File: config.mk
export PLATFORM = sky130hd
export DESIGN_NAME = i2c_register_access_master_core_flat
export DESIGN_NICKNAME = d
export VERILOG_FILES = /design/src/rtl/i2cram_pkg.sv /design/src/rtl/i2cram_in_if.sv /design/src/rtl/i2cram_out_if.sv /design/src/rtl/i2c_register_access_master_core.sv /design/src/flat_wrapper.sv
export SDC_FILE = /design/constraint.sdc
export NUM_CORES = 1
export LEC_CHECK = 0
export ABC_AREA = 1
export BUFFER_PORTS_ARGS = -buffer_cell sky130_fd_sc_hd__buf_2
export CAP_MARGIN = 25
export CORE_UTILIZATION = 30
export DETAILED_ROUTE_END_ITERATION = 10
export GPL_ROUTABILITY_DRIVEN = 0
export PLACE_DENSITY_LB_ADDON = 0.25
export SLEW_MARGIN = 10
export SYNTH_ARGS = -nofsm -noshare
export SYNTH_HDL_FRONTEND = slang
export SYNTH_SLANG_ARGS = --single-unit
export TNS_END_PERCENT = 1
File: constraint.sdc
create_clock -name i_clk -period 4.3 [get_ports i_clk]
set_input_delay 0.43 -clock i_clk [delete_from_list [all_inputs] [get_ports i_clk]]
set_output_delay 0.43 -clock i_clk [all_outputs]
set_load 0.05 [all_outputs]
File: src/rtl/i2cram_pkg.sv
// ----------------------------------------------------------------------------
// I2C register access master package
// Shared payload types, command codes and sequencer phase codes.
// ----------------------------------------------------------------------------
package i2cram_pkg;

    typedef logic [4:0] t_phase;
    typedef logic [1:0] t_kind;

    localparam t_kind KIND_TICK  = 2'd0;
    localparam t_kind KIND_WRITE = 2'd1;
    localparam t_kind KIND_READ  = 2'd2;

    localparam t_phase PH_IDLE       = 5'd0;
    localparam t_phase PH_ST_HIGH    = 5'd1;
    localparam t_phase PH_ST_LOW     = 5'd2;
    localparam t_phase PH_RS_PREP    = 5'd3;
    localparam t_phase PH_TX_SETUP   = 5'd4;
    localparam t_phase PH_TX_HIGH    = 5'd5;
    localparam t_phase PH_TX_LOW     = 5'd6;
    localparam t_phase PH_ACK_REL    = 5'd7;
    localparam t_phase PH_ACK_HIGH   = 5'd8;
    localparam t_phase PH_ACK_POLL   = 5'd9;
    localparam t_phase PH_RX_LOW     = 5'd10;
    localparam t_phase PH_RX_HIGH    = 5'd11;
    localparam t_phase PH_NACK_SETUP = 5'd12;
    localparam t_phase PH_NACK_HIGH  = 5'd13;
    localparam t_phase PH_SP_LOW     = 5'd14;
    localparam t_phase PH_SP_HIGH    = 5'd15;
    localparam t_phase PH_SP_DONE    = 5'd16;
    localparam t_phase PH_SPE_LOW    = 5'd17;
    localparam t_phase PH_SPE_HIGH   = 5'd18;
    localparam t_phase PH_SPE_DONE   = 5'd19;

    localparam logic CFG_TICKS_PER_US  = 1'b0;
    localparam logic CFG_ACK_TIMEOUT   = 1'b1;

    localparam logic [15:0] TICKS_PER_US_RESET = 16'd50;
    localparam logic [15:0] ACK_TIMEOUT_RESET  = 16'd250;

    typedef struct packed {
        t_kind      kind;
        logic [6:0] device_address;
        logic [7:0] register_address;
        logic [7:0] write_data;
        logic       sda_in;
    } t_in_payload;

    typedef struct packed {
        logic       scl_level;
        logic       sda_level;
        logic       sda_drive_enable;
        logic       busy_res;
        logic       done_res;
        logic       ack_error;
        logic [7:0] read_data;
    } t_out_payload;

endpackage

File: src/rtl/i2cram_in_if.sv
// ----------------------------------------------------------------------------
// I2C register access master input channel
// Valid/ready channel that carries one command and SDA sample per tick.
// ----------------------------------------------------------------------------
interface i2cram_in_if
    import i2cram_pkg::*;
    ();
    logic        valid;
    logic        ready;
    t_in_payload payload;

    modport source (output valid, output payload, input ready);
    modport sink (input valid, input payload, output ready);
endinterface

File: src/rtl/i2cram_out_if.sv
// ----------------------------------------------------------------------------
// I2C register access master output channel
// Valid/ready channel that carries the bus levels and status of one tick.
// ----------------------------------------------------------------------------
interface i2cram_out_if
    import i2cram_pkg::*;
    ();
    logic         valid;
    logic         ready;
    t_out_payload payload;

    modport source (output valid, output payload, input ready);
    modport sink (input valid, input payload, output ready);
endinterface

File: src/rtl/i2c_register_access_master_core.sv
// ----------------------------------------------------------------------------
// I2C register access master core
// Bus timing sequencer for single register writes and reads.
// ----------------------------------------------------------------------------
// Each input transaction is one tick of the bus sequencer and yields exactly
// one output transaction with the SCL/SDA drive levels and status after that
// tick. The core takes one input transaction per clock cycle: the next state
// and the result are formed in one pass of logic and stored in the state
// registers and a single output register, and a new input is taken whenever
// that output register is empty or being emptied in the same cycle. The output
// of a tick is valid in the cycle after its input is taken. Configuration writes
// are taken at any time and should be done while no bus transaction is running.
// ----------------------------------------------------------------------------
module i2c_register_access_master_core
    import i2cram_pkg::*;
#(
    parameter int COUNTER_WIDTH = 16
) (
    input  logic          i_clk,
    input  logic          i_rst_n,
    input  logic          i_cfg_we,
    input  logic          i_cfg_index,
    input  logic [15:0]   i_cfg_data,
    i2cram_in_if.sink     i_in,
    i2cram_out_if.source  o_out
);

    localparam int CMP_W = ((COUNTER_WIDTH > 16) ? COUNTER_WIDTH : 16) + 1;

    logic [15:0]              r_ticks_per_us;
    logic [15:0]              r_ack_limit;

    t_phase                   r_phase, n_phase;
    logic [COUNTER_WIDTH-1:0] r_delay, n_delay;
    logic [2:0]               r_usec, n_usec;
    logic [COUNTER_WIDTH-1:0] r_timeout, n_timeout;
    logic [3:0]               r_bit, n_bit;
    logic [1:0]               r_byte, n_byte;
    logic [7:0]               r_shift, n_shift;
    logic [6:0]               r_dev, n_dev;
    logic [7:0]               r_reg, n_reg;
    logic [7:0]               r_data, n_data;
    logic                     r_is_read, n_is_read;
    logic [7:0]               r_rx, n_rx;
    logic                     r_scl, n_scl;
    logic                     r_sda, n_sda;
    logic                     r_drv, n_drv;

    logic                     r_out_valid;
    t_out_payload             r_out;

    logic                     w_accept;
    logic                     v_enter;
    t_phase                   v_target;
    logic                     v_done;
    logic                     v_err;
    logic                     w_delay_end;
    logic                     w_timeout_fail;

    function automatic logic [7:0] byte_for(input logic [1:0] idx, input logic [6:0] dev,
                                            input logic [7:0] rega, input logic [7:0] dat,
                                            input logic rd);
        logic [7:0] b;
        case (idx)
            2'd0:    b = {dev, 1'b0};
            2'd1:    b = rega;
            2'd2:    b = rd ? {dev, 1'b1} : dat;
            default: b = 8'h00;
        endcase
        return b;
    endfunction

    assign w_accept   = i_in.valid && i_in.ready;
    assign i_in.ready = !r_out_valid || o_out.ready;

    // A zero tick rate ends every delay unit after one tick, like a rate of one.
    assign w_delay_end = ({{(CMP_W-COUNTER_WIDTH){1'b0}}, r_delay} + CMP_W'(1)
                          >= {{(CMP_W-16){1'b0}}, r_ticks_per_us})
                         || (r_delay == {COUNTER_WIDTH{1'b1}});
    assign w_timeout_fail = ({{(CMP_W-COUNTER_WIDTH){1'b0}}, r_timeout}
                             >= {{(CMP_W-16){1'b0}}, r_ack_limit})
                            || (r_timeout == {COUNTER_WIDTH{1'b1}});

    always_comb begin
        n_phase   = r_phase;
        n_delay   = r_delay;
        n_usec    = r_usec;
        n_timeout = r_timeout;
        n_bit     = r_bit;
        n_byte    = r_byte;
        n_shift   = r_shift;
        n_dev     = r_dev;
        n_reg     = r_reg;
        n_data    = r_data;
        n_is_read = r_is_read;
        n_rx      = r_rx;
        n_scl     = r_scl;
        n_sda     = r_sda;
        n_drv     = r_drv;
        v_enter   = 1'b0;
        v_target  = PH_IDLE;
        v_done    = 1'b0;
        v_err     = 1'b0;

        if (r_phase == PH_IDLE) begin
            if (i_in.payload.kind == KIND_WRITE || i_in.payload.kind == KIND_READ) begin
                n_dev     = i_in.payload.device_address;
                n_reg     = i_in.payload.register_address;
                n_data    = i_in.payload.write_data;
                n_is_read = (i_in.payload.kind == KIND_READ);
                n_byte    = 2'd0;
                n_bit     = 4'd0;
                v_enter   = 1'b1;
                v_target  = PH_ST_HIGH;
            end
        end else if (r_phase == PH_ACK_POLL) begin
            if (i_in.payload.sda_in) begin
                if (w_timeout_fail) begin
                    v_enter  = 1'b1;
                    v_target = PH_SPE_LOW;
                end else begin
                    n_timeout = r_timeout + COUNTER_WIDTH'(1);
                end
            end else if (!r_is_read) begin
                if (r_byte < 2'd2) begin
                    n_byte   = r_byte + 2'd1;
                    n_shift  = byte_for(n_byte, r_dev, r_reg, r_data, r_is_read);
                    n_bit    = 4'd0;
                    v_enter  = 1'b1;
                    v_target = PH_TX_SETUP;
                end else begin
                    v_enter  = 1'b1;
                    v_target = PH_SP_LOW;
                end
            end else if (r_byte == 2'd0) begin
                n_byte   = 2'd1;
                n_shift  = byte_for(n_byte, r_dev, r_reg, r_data, r_is_read);
                n_bit    = 4'd0;
                v_enter  = 1'b1;
                v_target = PH_TX_SETUP;
            end else if (r_byte == 2'd1) begin
                n_byte   = 2'd2;
                v_enter  = 1'b1;
                v_target = PH_RS_PREP;
            end else begin
                n_byte   = 2'd3;
                n_bit    = 4'd0;
                n_shift  = 8'h00;
                v_enter  = 1'b1;
                v_target = PH_RX_LOW;
            end
        end else if (w_delay_end) begin
            n_delay = '0;
            if (r_usec != 3'd0) begin
                n_usec = r_usec - 3'd1;
            end
            if (n_usec == 3'd0) begin
                v_enter = 1'b1;
                unique case (r_phase)
                    PH_ST_HIGH:    v_target = PH_ST_LOW;
                    PH_ST_LOW: begin
                        n_shift  = byte_for(r_byte, r_dev, r_reg, r_data, r_is_read);
                        n_bit    = 4'd0;
                        v_target = PH_TX_SETUP;
                    end
                    PH_RS_PREP:    v_target = PH_ST_HIGH;
                    PH_TX_SETUP:   v_target = PH_TX_HIGH;
                    PH_TX_HIGH:    v_target = PH_TX_LOW;
                    PH_TX_LOW: begin
                        n_bit    = r_bit + 4'd1;
                        n_shift  = {r_shift[6:0], 1'b0};
                        v_target = (n_bit >= 4'd8) ? PH_ACK_REL : PH_TX_SETUP;
                    end
                    PH_ACK_REL:    v_target = PH_ACK_HIGH;
                    PH_ACK_HIGH:   v_target = PH_ACK_POLL;
                    PH_RX_LOW: begin
                        n_shift  = {r_shift[6:0], i_in.payload.sda_in};
                        n_bit    = r_bit + 4'd1;
                        v_target = PH_RX_HIGH;
                    end
                    PH_RX_HIGH: begin
                        if (r_bit >= 4'd8) begin
                            n_rx     = r_shift;
                            v_target = PH_NACK_SETUP;
                        end else begin
                            v_target = PH_RX_LOW;
                        end
                    end
                    PH_NACK_SETUP: v_target = PH_NACK_HIGH;
                    PH_NACK_HIGH:  v_target = PH_SP_LOW;
                    PH_SP_LOW:     v_target = PH_SP_HIGH;
                    PH_SP_HIGH:    v_target = PH_SP_DONE;
                    PH_SPE_LOW:    v_target = PH_SPE_HIGH;
                    PH_SPE_HIGH:   v_target = PH_SPE_DONE;
                    PH_SP_DONE, PH_SPE_DONE: begin
                        // End of the stop condition: the transaction is over.
                        v_enter = 1'b0;
                        v_done  = 1'b1;
                        v_err   = (r_phase == PH_SPE_DONE);
                        n_phase = PH_IDLE;
                        n_usec  = 3'd0;
                    end
                    default: begin
                        v_enter = 1'b0;
                        n_phase = PH_IDLE;
                    end
                endcase
            end
        end else begin
            n_delay = r_delay + COUNTER_WIDTH'(1);
        end

        if (v_enter) begin
            n_phase = v_target;
            n_delay = '0;
            unique case (v_target) inside
                PH_ST_HIGH: begin
                    {n_scl, n_sda, n_drv} = 3'b111; n_usec = 3'd4;
                end
                PH_ST_LOW: begin
                    {n_scl, n_sda, n_drv} = 3'b101; n_usec = 3'd4;
                end
                PH_RS_PREP: begin
                    {n_scl, n_sda, n_drv} = 3'b011; n_usec = 3'd2;
                end
                PH_TX_SETUP: begin
                    {n_scl, n_sda, n_drv} = {1'b0, n_shift[7], 1'b1}; n_usec = 3'd2;
                end
                PH_TX_HIGH: begin
                    {n_scl, n_sda, n_drv} = {1'b1, r_sda, 1'b1}; n_usec = 3'd2;
                end
                PH_TX_LOW: begin
                    {n_scl, n_sda, n_drv} = {1'b0, r_sda, 1'b1}; n_usec = 3'd2;
                end
                PH_ACK_REL: begin
                    {n_scl, n_sda, n_drv} = 3'b010; n_usec = 3'd1;
                end
                PH_ACK_HIGH: begin
                    {n_scl, n_sda, n_drv} = 3'b110; n_usec = 3'd1;
                end
                PH_ACK_POLL: begin
                    {n_scl, n_sda, n_drv} = 3'b110; n_usec = 3'd0; n_timeout = '0;
                end
                PH_RX_LOW: begin
                    {n_scl, n_sda, n_drv} = 3'b010; n_usec = 3'd2;
                end
                PH_RX_HIGH: begin
                    {n_scl, n_sda, n_drv} = 3'b110; n_usec = 3'd1;
                end
                PH_NACK_SETUP: begin
                    {n_scl, n_sda, n_drv} = 3'b011; n_usec = 3'd2;
                end
                PH_NACK_HIGH: begin
                    {n_scl, n_sda, n_drv} = 3'b111; n_usec = 3'd2;
                end
                PH_SP_LOW, PH_SPE_LOW: begin
                    {n_scl, n_sda, n_drv} = 3'b001; n_usec = 3'd4;
                end
                PH_SP_HIGH, PH_SPE_HIGH: begin
                    {n_scl, n_sda, n_drv} = 3'b101; n_usec = 3'd4;
                end
                PH_SP_DONE, PH_SPE_DONE: begin
                    {n_scl, n_sda, n_drv} = 3'b111; n_usec = 3'd4;
                end
                default: begin
                    n_usec = 3'd0;
                end
            endcase
        end
    end

    always_ff @(posedge i_clk) begin
        if (!i_rst_n) begin
            r_ticks_per_us <= TICKS_PER_US_RESET;
            r_ack_limit    <= ACK_TIMEOUT_RESET;
        end else if (i_cfg_we) begin
            unique case (i_cfg_index)
                CFG_TICKS_PER_US: r_ticks_per_us <= i_cfg_data;
                CFG_ACK_TIMEOUT:  r_ack_limit    <= i_cfg_data;
                default:          r_ack_limit    <= r_ack_limit;
            endcase
        end
    end

    always_ff @(posedge i_clk) begin
        if (!i_rst_n) begin
            r_phase   <= PH_IDLE;
            r_delay   <= '0;
            r_usec    <= 3'd0;
            r_timeout <= '0;
            r_bit     <= 4'd0;
            r_byte    <= 2'd0;
            r_shift   <= 8'h00;
            r_dev     <= 7'h00;
            r_reg     <= 8'h00;
            r_data    <= 8'h00;
            r_is_read <= 1'b0;
            r_rx      <= 8'h00;
            r_scl     <= 1'b1;
            r_sda     <= 1'b1;
            r_drv     <= 1'b1;
        end else if (w_accept) begin
            r_phase   <= n_phase;
            r_delay   <= n_delay;
            r_usec    <= n_usec;
            r_timeout <= n_timeout;
            r_bit     <= n_bit;
            r_byte    <= n_byte;
            r_shift   <= n_shift;
            r_dev     <= n_dev;
            r_reg     <= n_reg;
            r_data    <= n_data;
            r_is_read <= n_is_read;
            r_rx      <= n_rx;
            r_scl     <= n_scl;
            r_sda     <= n_sda;
            r_drv     <= n_drv;
        end
    end

    always_ff @(posedge i_clk) begin
        if (!i_rst_n) begin
            r_out_valid <= 1'b0;
        end else if (w_accept) begin
            r_out_valid <= 1'b1;
        end else if (o_out.ready) begin
            r_out_valid <= 1'b0;
        end
    end

    always_ff @(posedge i_clk) begin
        if (w_accept) begin
            r_out.scl_level        <= n_scl;
            r_out.sda_level        <= n_sda;
            r_out.sda_drive_enable <= n_drv;
            r_out.busy_res         <= (n_phase != PH_IDLE);
            r_out.done_res         <= v_done;
            r_out.ack_error        <= v_done && v_err;
            r_out.read_data        <= n_rx;
        end
    end

    assign o_out.valid   = r_out_valid;
    assign o_out.payload = r_out;

    // The bus is left with SCL and SDA high and driven whenever no transaction runs.
    a_idle_pins: assert property (@(posedge i_clk) disable iff (!i_rst_n)
        (r_phase == PH_IDLE) |-> (r_scl && r_sda && r_drv))
        else $error("pins not released to idle levels");

    // The slave owns SDA while the acknowledge is polled.
    a_poll_released: assert property (@(posedge i_clk) disable iff (!i_rst_n)
        (r_phase == PH_ACK_POLL) |-> (!r_drv && r_scl))
        else $error("SDA driven during acknowledge poll");

    // A finished transaction is reported with busy already low.
    a_done_not_busy: assert property (@(posedge i_clk) disable iff (!i_rst_n)
        (r_out_valid && r_out.done_res) |-> !r_out.busy_res)
        else $error("done reported while busy");

    // An acknowledge error is only flagged together with done.
    a_err_with_done: assert property (@(posedge i_clk) disable iff (!i_rst_n)
        (r_out_valid && r_out.ack_error) |-> r_out.done_res)
        else $error("ack error without done");

    // Ending a transaction moves the sequencer back to idle.
    a_done_to_idle: assert property (@(posedge i_clk) disable iff (!i_rst_n)
        (w_accept && v_done) |=> (r_phase == PH_IDLE))
        else $error("sequencer not idle after transaction end");

endmodule
File: src/flat_wrapper.sv
// flat-port wrapper written by rule: the top's interface ports become plain ports
module i2c_register_access_master_core_flat import i2cram_pkg::*;
#(
    parameter int COUNTER_WIDTH = 16
)
  (i_clk, i_rst_n, i_cfg_we, i_cfg_index, i_cfg_data, i_in_valid, i_in_payload, i_in_ready, o_out_valid, o_out_payload, o_out_ready);
  i2cram_in_if i_in_i ();
  i2cram_out_if o_out_i ();
  input  logic i_clk;
  input  logic i_rst_n;
  input  logic i_cfg_we;
  input  logic i_cfg_index;
  input  logic [15:0] i_cfg_data;
  input wire logic [$bits(i_in_i.valid)-1:0] i_in_valid;
  input wire logic [$bits(i_in_i.payload)-1:0] i_in_payload;
  output wire logic [$bits(i_in_i.ready)-1:0] i_in_ready;
  output wire logic [$bits(o_out_i.valid)-1:0] o_out_valid;
  output wire logic [$bits(o_out_i.payload)-1:0] o_out_payload;
  input wire logic [$bits(o_out_i.ready)-1:0] o_out_ready;
  assign i_in_i.valid = i_in_valid;
  assign i_in_i.payload = i_in_payload;
  assign i_in_ready = i_in_i.ready;
  assign o_out_valid = o_out_i.valid;
  assign o_out_payload = o_out_i.payload;
  assign o_out_i.ready = o_out_ready;
  i2c_register_access_master_core #(.COUNTER_WIDTH(COUNTER_WIDTH)) u_core (.i_clk(i_clk), .i_rst_n(i_rst_n), .i_cfg_we(i_cfg_we), .i_cfg_index(i_cfg_index), .i_cfg_data(i_cfg_data), .i_in(i_in_i), .o_out(o_out_i));
endmodule
==> impl_metrics.tcl, run 1 <==
set metrics [dict create \
    hold_depth 3 \
    drv_cap 0 \
    finalClockSkew_ps 10.1 \
    slew_viol_final 0 \
    ys_seq_area_frac 0.345 \
    cts_buffer_depth 2 \
    nNetsFinal 1326 \
    ctsHoldBuffers 0 \
    n_fill_cell 2936 \
    post_cts_buffers 0 \
    drc_errors 0 \
    finalCritPeriodShare 0.889 \
    synth_nets 1271 \
    cp.required_ps 4470 \
    cp-start-kind "flip-flop" \
    max_freq_ghz 0.262 \
    drive_above_1_share 0.157 \
    crit_chain "nand2_1, nor2_1, nand3_1, nor2_1, inv_1, nor2_1, nand4_1, nor3_2, xor2_1, ha_1, inv_1, o211ai_1, inv_2, nand2_1, nor2_2, nand3_2, nand2_1, nand3_2, nand3_2, nand2_1, nand2_2, nand2_1, nor2_1, nand3_2" \
    end_kind "flip-flop" \
    crit_arrival_ps 3990 \
    firstDrtPassIters 5 \
    fp.coreArea_sq_mm 0.0270 \
    cp_slowest_cell "dfxtp_1" \
    numCtsBuffers 17 \
    avgSynthCellArea_sq_um 7.04 \
    initial_core_util 0.307 \
    max_stage_delay_ps 390 \
    synthCells 1177 \
    crit_family "simple AND/OR/NAND/NOR gates" \
    grt_usage 0.161 \
    grt_pass1_wl_microns 36600 \
    path_depth 24 \
    die_area_sq_mm 0.0283 \
    setup-violations-final 0 \
    path_buf_inv 3 \
    io_pins 64 \
    dp_hpwl_microns 16800 \
    grt_pass1_vias 7278 \
    hold_viol 0 \
    antennaDiodeCount 0 \
    clock_latency_ps 430 \
    vias_per_cell 4.86 \
    reg2reg_depth 24 \
    cp_max_fo 6 \
    p_leak_nw 4.39 \
    yosys_warnings 0 \
    htreeDepth 4 \
    cp_common_cell "nand2_1" \
    ir_drop_v 0.000269 \
    fin_crit_ps 3820 \
    num_vias 7703 \
    worst_slew_pin_slew_ps 736 \
    hold_class "in -> reg" \
    post_drt_wl_per_cell_microns 14.0 \
    power.density_mw_per_mm2 419 \
    rsz0062_at_grt "no" \
    wirelength_microns 22200 \
    clk_pin_slew_ps 60 \
    die_height_microns 168 \
    area_growth_pct 15.6 \
    grt_max_degree 76 \
    grt_overflow 0 \
    design_area_sq_mm 0.00959 \
    antenna_found_initial 0 \
    seqCellArea_sq_mm 0.00286 \
    cts_root_buf "clkbuf_16" \
    drtAntennaViolNets 0 \
    ys_types 52 \
    relSlewSlack 0.509 \
    row_count 60 \
    ys_ff_latch 136 \
    drt_iter0_markers 470 \
    finalSetupTns_ps 0 \
    tritoncts "yes" \
    status "complete, no violations" \
    hold_slack_ps 222 \
    cts_sinks 136 \
    die_w_microns 168 \
    io_buffers 63 \
    syn_area_sq_mm 0.00829 \
    total_power_mw 4.02 \
    multi_input_area_sq_mm 0.00450 \
    crit_type "reg -> reg" \
    dpl_cell_area_sq_mm 0.00893 \
]
-- cells in the mapped netlist, drive strengths merged --
cell / count / area share
o2111ai: 2 / 0.0021
xnor2: 2 / 0.0021
a32o: 6 / 0.0072
inv: 203 / 0.092
a2111oi: 2 / 0.0029
nand3b: 2 / 0.0018
edfxtp: 14 / 0.051
o221ai: 2 / 0.0021
a21boi: 1 / 0.0014
o211ai: 17 / 0.015
a31oi: 1 / 0.00076
ha: 46 / 0.069
or2: 6 / 0.0045
a21oi: 111 / 0.067
nand3: 60 / 0.045
a211oi: 13 / 0.015
o21ai: 117 / 0.072
nand4: 18 / 0.014
clkbuf: 25 / 0.011
o21a: 1 / 0.00091
a32oi: 1 / 0.0011
dfxtp: 122 / 0.29
xor2: 15 / 0.016
a221oi: 1 / 0.0011
a22oi: 1 / 0.00091
nor4: 3 / 0.0023
buf: 12 / 0.0095
clkinv: 4 / 0.0018
o21bai: 3 / 0.0027
nor3: 22 / 0.017
o22ai: 19 / 0.014
nor2: 131 / 0.069
nand2: 191 / 0.090
o31ai: 3 / 0.0027
-- timing repair --
| action | 4_1_cts | 5_1_grt |
|---|---|---|
| hold endpoints to repair | 0 | 0 |
| resized for setup | 0 | 7 |
| setup endpoints to repair | 0 | 21 |
-- report_power, final --
part / leakage [nW] / switching (mW) / internal [mW]
clock: 0.305 / 0.572 / 1.00
sequential: 1.14 / 0.0689 / 1.39
combinational: 2.94 / 0.693 / 0.293
-- placed cells by master, fill, tap and decap left out, types with 17 or more instances in the layout --
master / n
buf_2: 63
inv_1: 170
inv_2: 33
dfxtp_1: 121
nor2_1: 116
o211ai_1: 17
nand3_1: 45
a21oi_1: 111
o22ai_1: 19
nand2_1: 182
o21ai_0: 101
nand4_1: 17
clkbuf_16: 18
ha_1: 46
-- cell families (layout without fill, tap and decap cells) --
logic type	count (synthesis)	after routing	share of synthesized area
xor gates and xnor gates	17	17	0.0180
DFF	136	136	0.345
AOI/OAI and AO/OA	301	301	0.209
buffers and inverters	244	310	0.115
adders and majority gates	46	46	0.0694
and+or+nand+nor	433	433	0.243
-- through the flow --
stage | setup slack, ps | instances | utilization
after CTS | 246 | 1584 | 0.354
after global placement | 335 | 1554 | 0.331
final | 479 | 1584 | 0.355
after global routing | 47.3 | 1584 | 0.355
after floorplan | 767 | 1177 | -
after detailed placement | 268 | 1554 | 0.331
-- metal layers --
layer  GRT usage  part of all wire  vias up
li1            -                 -     4012
met1       0.213              0.49     3514
met2       0.267              0.46      155
met3      0.0348             0.038       22
met4      0.0379             0.012        0
met5           0                 0        -
-- final timing paths --
kind / start / end / slack (ps)
setup / recovery: u_core.r_delay[2] / u_core.o_out.payload[12] / 480
hold / removal: i_in_payload[5] / u_core.r_data[4] / 220
hold reg to reg: u_core.r_ack_limit[11] / u_core.r_ack_limit[11] / 470
setup reg to reg: u_core.r_delay[2] / u_core.o_out.payload[12] / 480
-- tightest hold or removal path: cells and delay by family --
kind | cells | cell delay (ps)
simple gates | 2 | 110
buf+inv | 1 | 70
-- layout make-up --
type / count / area share
Clock inverter: 11 / 0.0177
Clock buffer: 19 / 0.0474
Timing Repair Buffer: 73 / 0.0411
Multi-Input combinational cell: 797 / 0.469
Tap cell: 341 / 0.0445
Sequential cell: 136 / 0.299
Inverter: 207 / 0.0810
Note: power is estimated with default switching activity, not from simulation.
==> inputs of run 2 (changes only) <==
--- a/config.mk
+++ b/config.mk
@@ -11,7 +11,7 @@
 export CORE_UTILIZATION = 30
 export DETAILED_ROUTE_END_ITERATION = 10
 export GPL_ROUTABILITY_DRIVEN = 0
-export PLACE_DENSITY_LB_ADDON = 0.25
+export PLACE_DENSITY = 0.52
 export SLEW_MARGIN = 10
 export SYNTH_ARGS = -nofsm -noshare
 export SYNTH_HDL_FRONTEND = slang
==> impl_metrics.tcl, run 2 (synthesis gave the netlist of run 1 again) <==
set metrics [dict create \
    crit_arrival_ps 3970 \
    nNetsFinal 1327 \
    grt_max_degree 76 \
    cp.required_ps 4460 \
    die_w_microns 168 \
    die_height_microns 168 \
    ir_drop_v 0.000227 \
    setup_ws_ps 483 \
    status "complete, no violations" \
    crit_end "u_core.o_out.payload[11]" \
    clk_pin_slew_ps 70 \
    dpl_cell_area_sq_mm 0.00893 \
    hold_viol 0 \
    cts_buffer_depth 2 \
    cp_slowest_cell "dfxtp_2" \
    dp_slack_ps 273 \
    num_vias 7738 \
    grt_pass1_vias 7458 \
    cp_common_cell "nand2_1" \
    grt_overflow 0 \
    grt_pass1_wl_microns 37200 \
    tritoncts "yes" \
    cp-startpoint "u_core.r_delay[0]" \
    relSlewSlack 0.520 \
    clock_latency_ps 430 \
    worst_slew_pin_slew_ps 720 \
    finalCritPeriodShare 0.888 \
    vias_per_cell 4.88 \
    mostFrequentLayoutCell "nand2_1" \
    max_freq_ghz 0.262 \
    grt_usage 0.163 \
    initial_core_util 0.307 \
    area_growth_pct 15.2 \
    reg2reg_from "u_core.r_delay[0]" \
    fin_crit_ps 3820 \
    drive_above_1_share 0.158 \
    rrSetupSlack_ps 480 \
    dp_hpwl_microns 16800 \
    crit_type "reg -> reg" \
    design_area_sq_mm 0.00955 \
    htreeDepth 4 \
    cp_max_fo 6 \
    ctsHoldBuffers 0 \
    hold_slack_ps 223 \
    power.density_mw_per_mm2 407 \
    post_drt_wl_per_cell_microns 14.0 \
    row_count 60 \
    numCtsBuffers 17 \
    drt_iter0_markers 472 \
    end_kind "flip-flop" \
    cp-start-kind "flip-flop" \
    drc_errors 0 \
    cts_sinks 136 \
    rsz0062_at_grt "no" \
    setup-violations-final 0 \
    antenna_found_initial 0 \
    slew_viol_final 0 \
    die_area_sq_mm 0.0283 \
    drtAntennaViolNets 0 \
    finalSetupTns_ps 0 \
    hold_class "in -> reg" \
    reg2reg_depth 26 \
    cts_root_buf "clkbuf_16" \
    firstDrtPassIters 6 \
    drv_cap 0 \
    wirelength_microns 22300 \
    io_pins 64 \
    finalClockSkew_ps 10.0 \
    antennaDiodeCount 0 \
    io_buffers 63 \
    fp.coreArea_sq_mm 0.0270 \
    max_stage_delay_ps 360 \
    reg2reg_to "u_core.o_out.payload[11]" \
    final_cell_mix "182 x nand2_1, 170 x inv_1, 121 x dfxtp_1, 115 x nor2_1, 111 x a21oi_1" \
    p_leak_nw 4.36 \
]
[run 2: critical path: cells and delay by family, from the launching register on]
family	cells	cell delay (ps)
xor+xnor	1	200
fa+ha+maj	2	490
compound gates	2	260
flops	1	360
simple gates	18	2030
buf+inv	3	180
[run 2: area by class of cell]
cell class              count  area, sq um
clock buffers              20          458
clock inverters            12          116
fillers                  2935        17500
inverters                 207          779
multi-input cells         797         4510
flip-flops and latches    136         2860
well taps                 341          427
repair buffers             74          402
[run 2: what timing repair did]
action                     4_1_cts  5_1_grt
setup endpoints to repair        0       53
setup buffers                    0        1
resized for setup                0       10
[run 2: how the worst min path moves through the flow]
| stage | startpoint | endpoint | slack [ps] | cells past startpoint |
|---|---|---|---|---|
| 2_1_floorplan | u_core.r_ack_limit[2] | u_core.r_ack_limit[2] | 430 | 2 |
| 3_3_place_gp | u_core.r_ack_limit[10] | u_core.r_ack_limit[10] | 460 | 2 |
| 3_5_place_dp | u_core.r_ack_limit[10] | u_core.r_ack_limit[10] | 460 | 2 |
| 4_1_cts | i_in_payload[2] | u_core.r_data[1] | 210 | 3 |
| 5_1_grt | i_in_payload[7] | u_core.r_data[6] | 220 | 3 |
| 6_report | i_in_payload[2] | u_core.r_data[1] | 220 | 3 |
[run 2: power by group]
| part | internal [mW] | total, mW | switching, mW |
|---|---|---|---|
| clock | 0.836 | 1.44 | 0.601 |
| sequential | 1.39 | 1.46 | 0.0679 |
| combinational | 0.295 | 0.996 | 0.700 |
| total | 2.52 | 3.89 | 1.37 |
[run 2: stage by stage]
step / power, mW / cells / utilization
2_1_floorplan: 2.21 / 1177 / -
3_3_place_gp: 2.46 / 1554 / 0.331
3_5_place_dp: 2.46 / 1554 / 0.331
4_1_cts: 3.91 / 1586 / 0.352
5_1_grt: 4.11 / 1587 / 0.353
6_report: 3.89 / 1587 / 0.353
[run 2: routing by layer]
metal | GRT usage | vias up | share of wire
met4 | 0.0419 | 0 | 0.015
met3 | 0.0313 | 27 | 0.048
met1 | 0.217 | 3510 | 0.49
li1 | - | 4007 | -
met2 | 0.267 | 194 | 0.45
met5 | 0 | - | 0
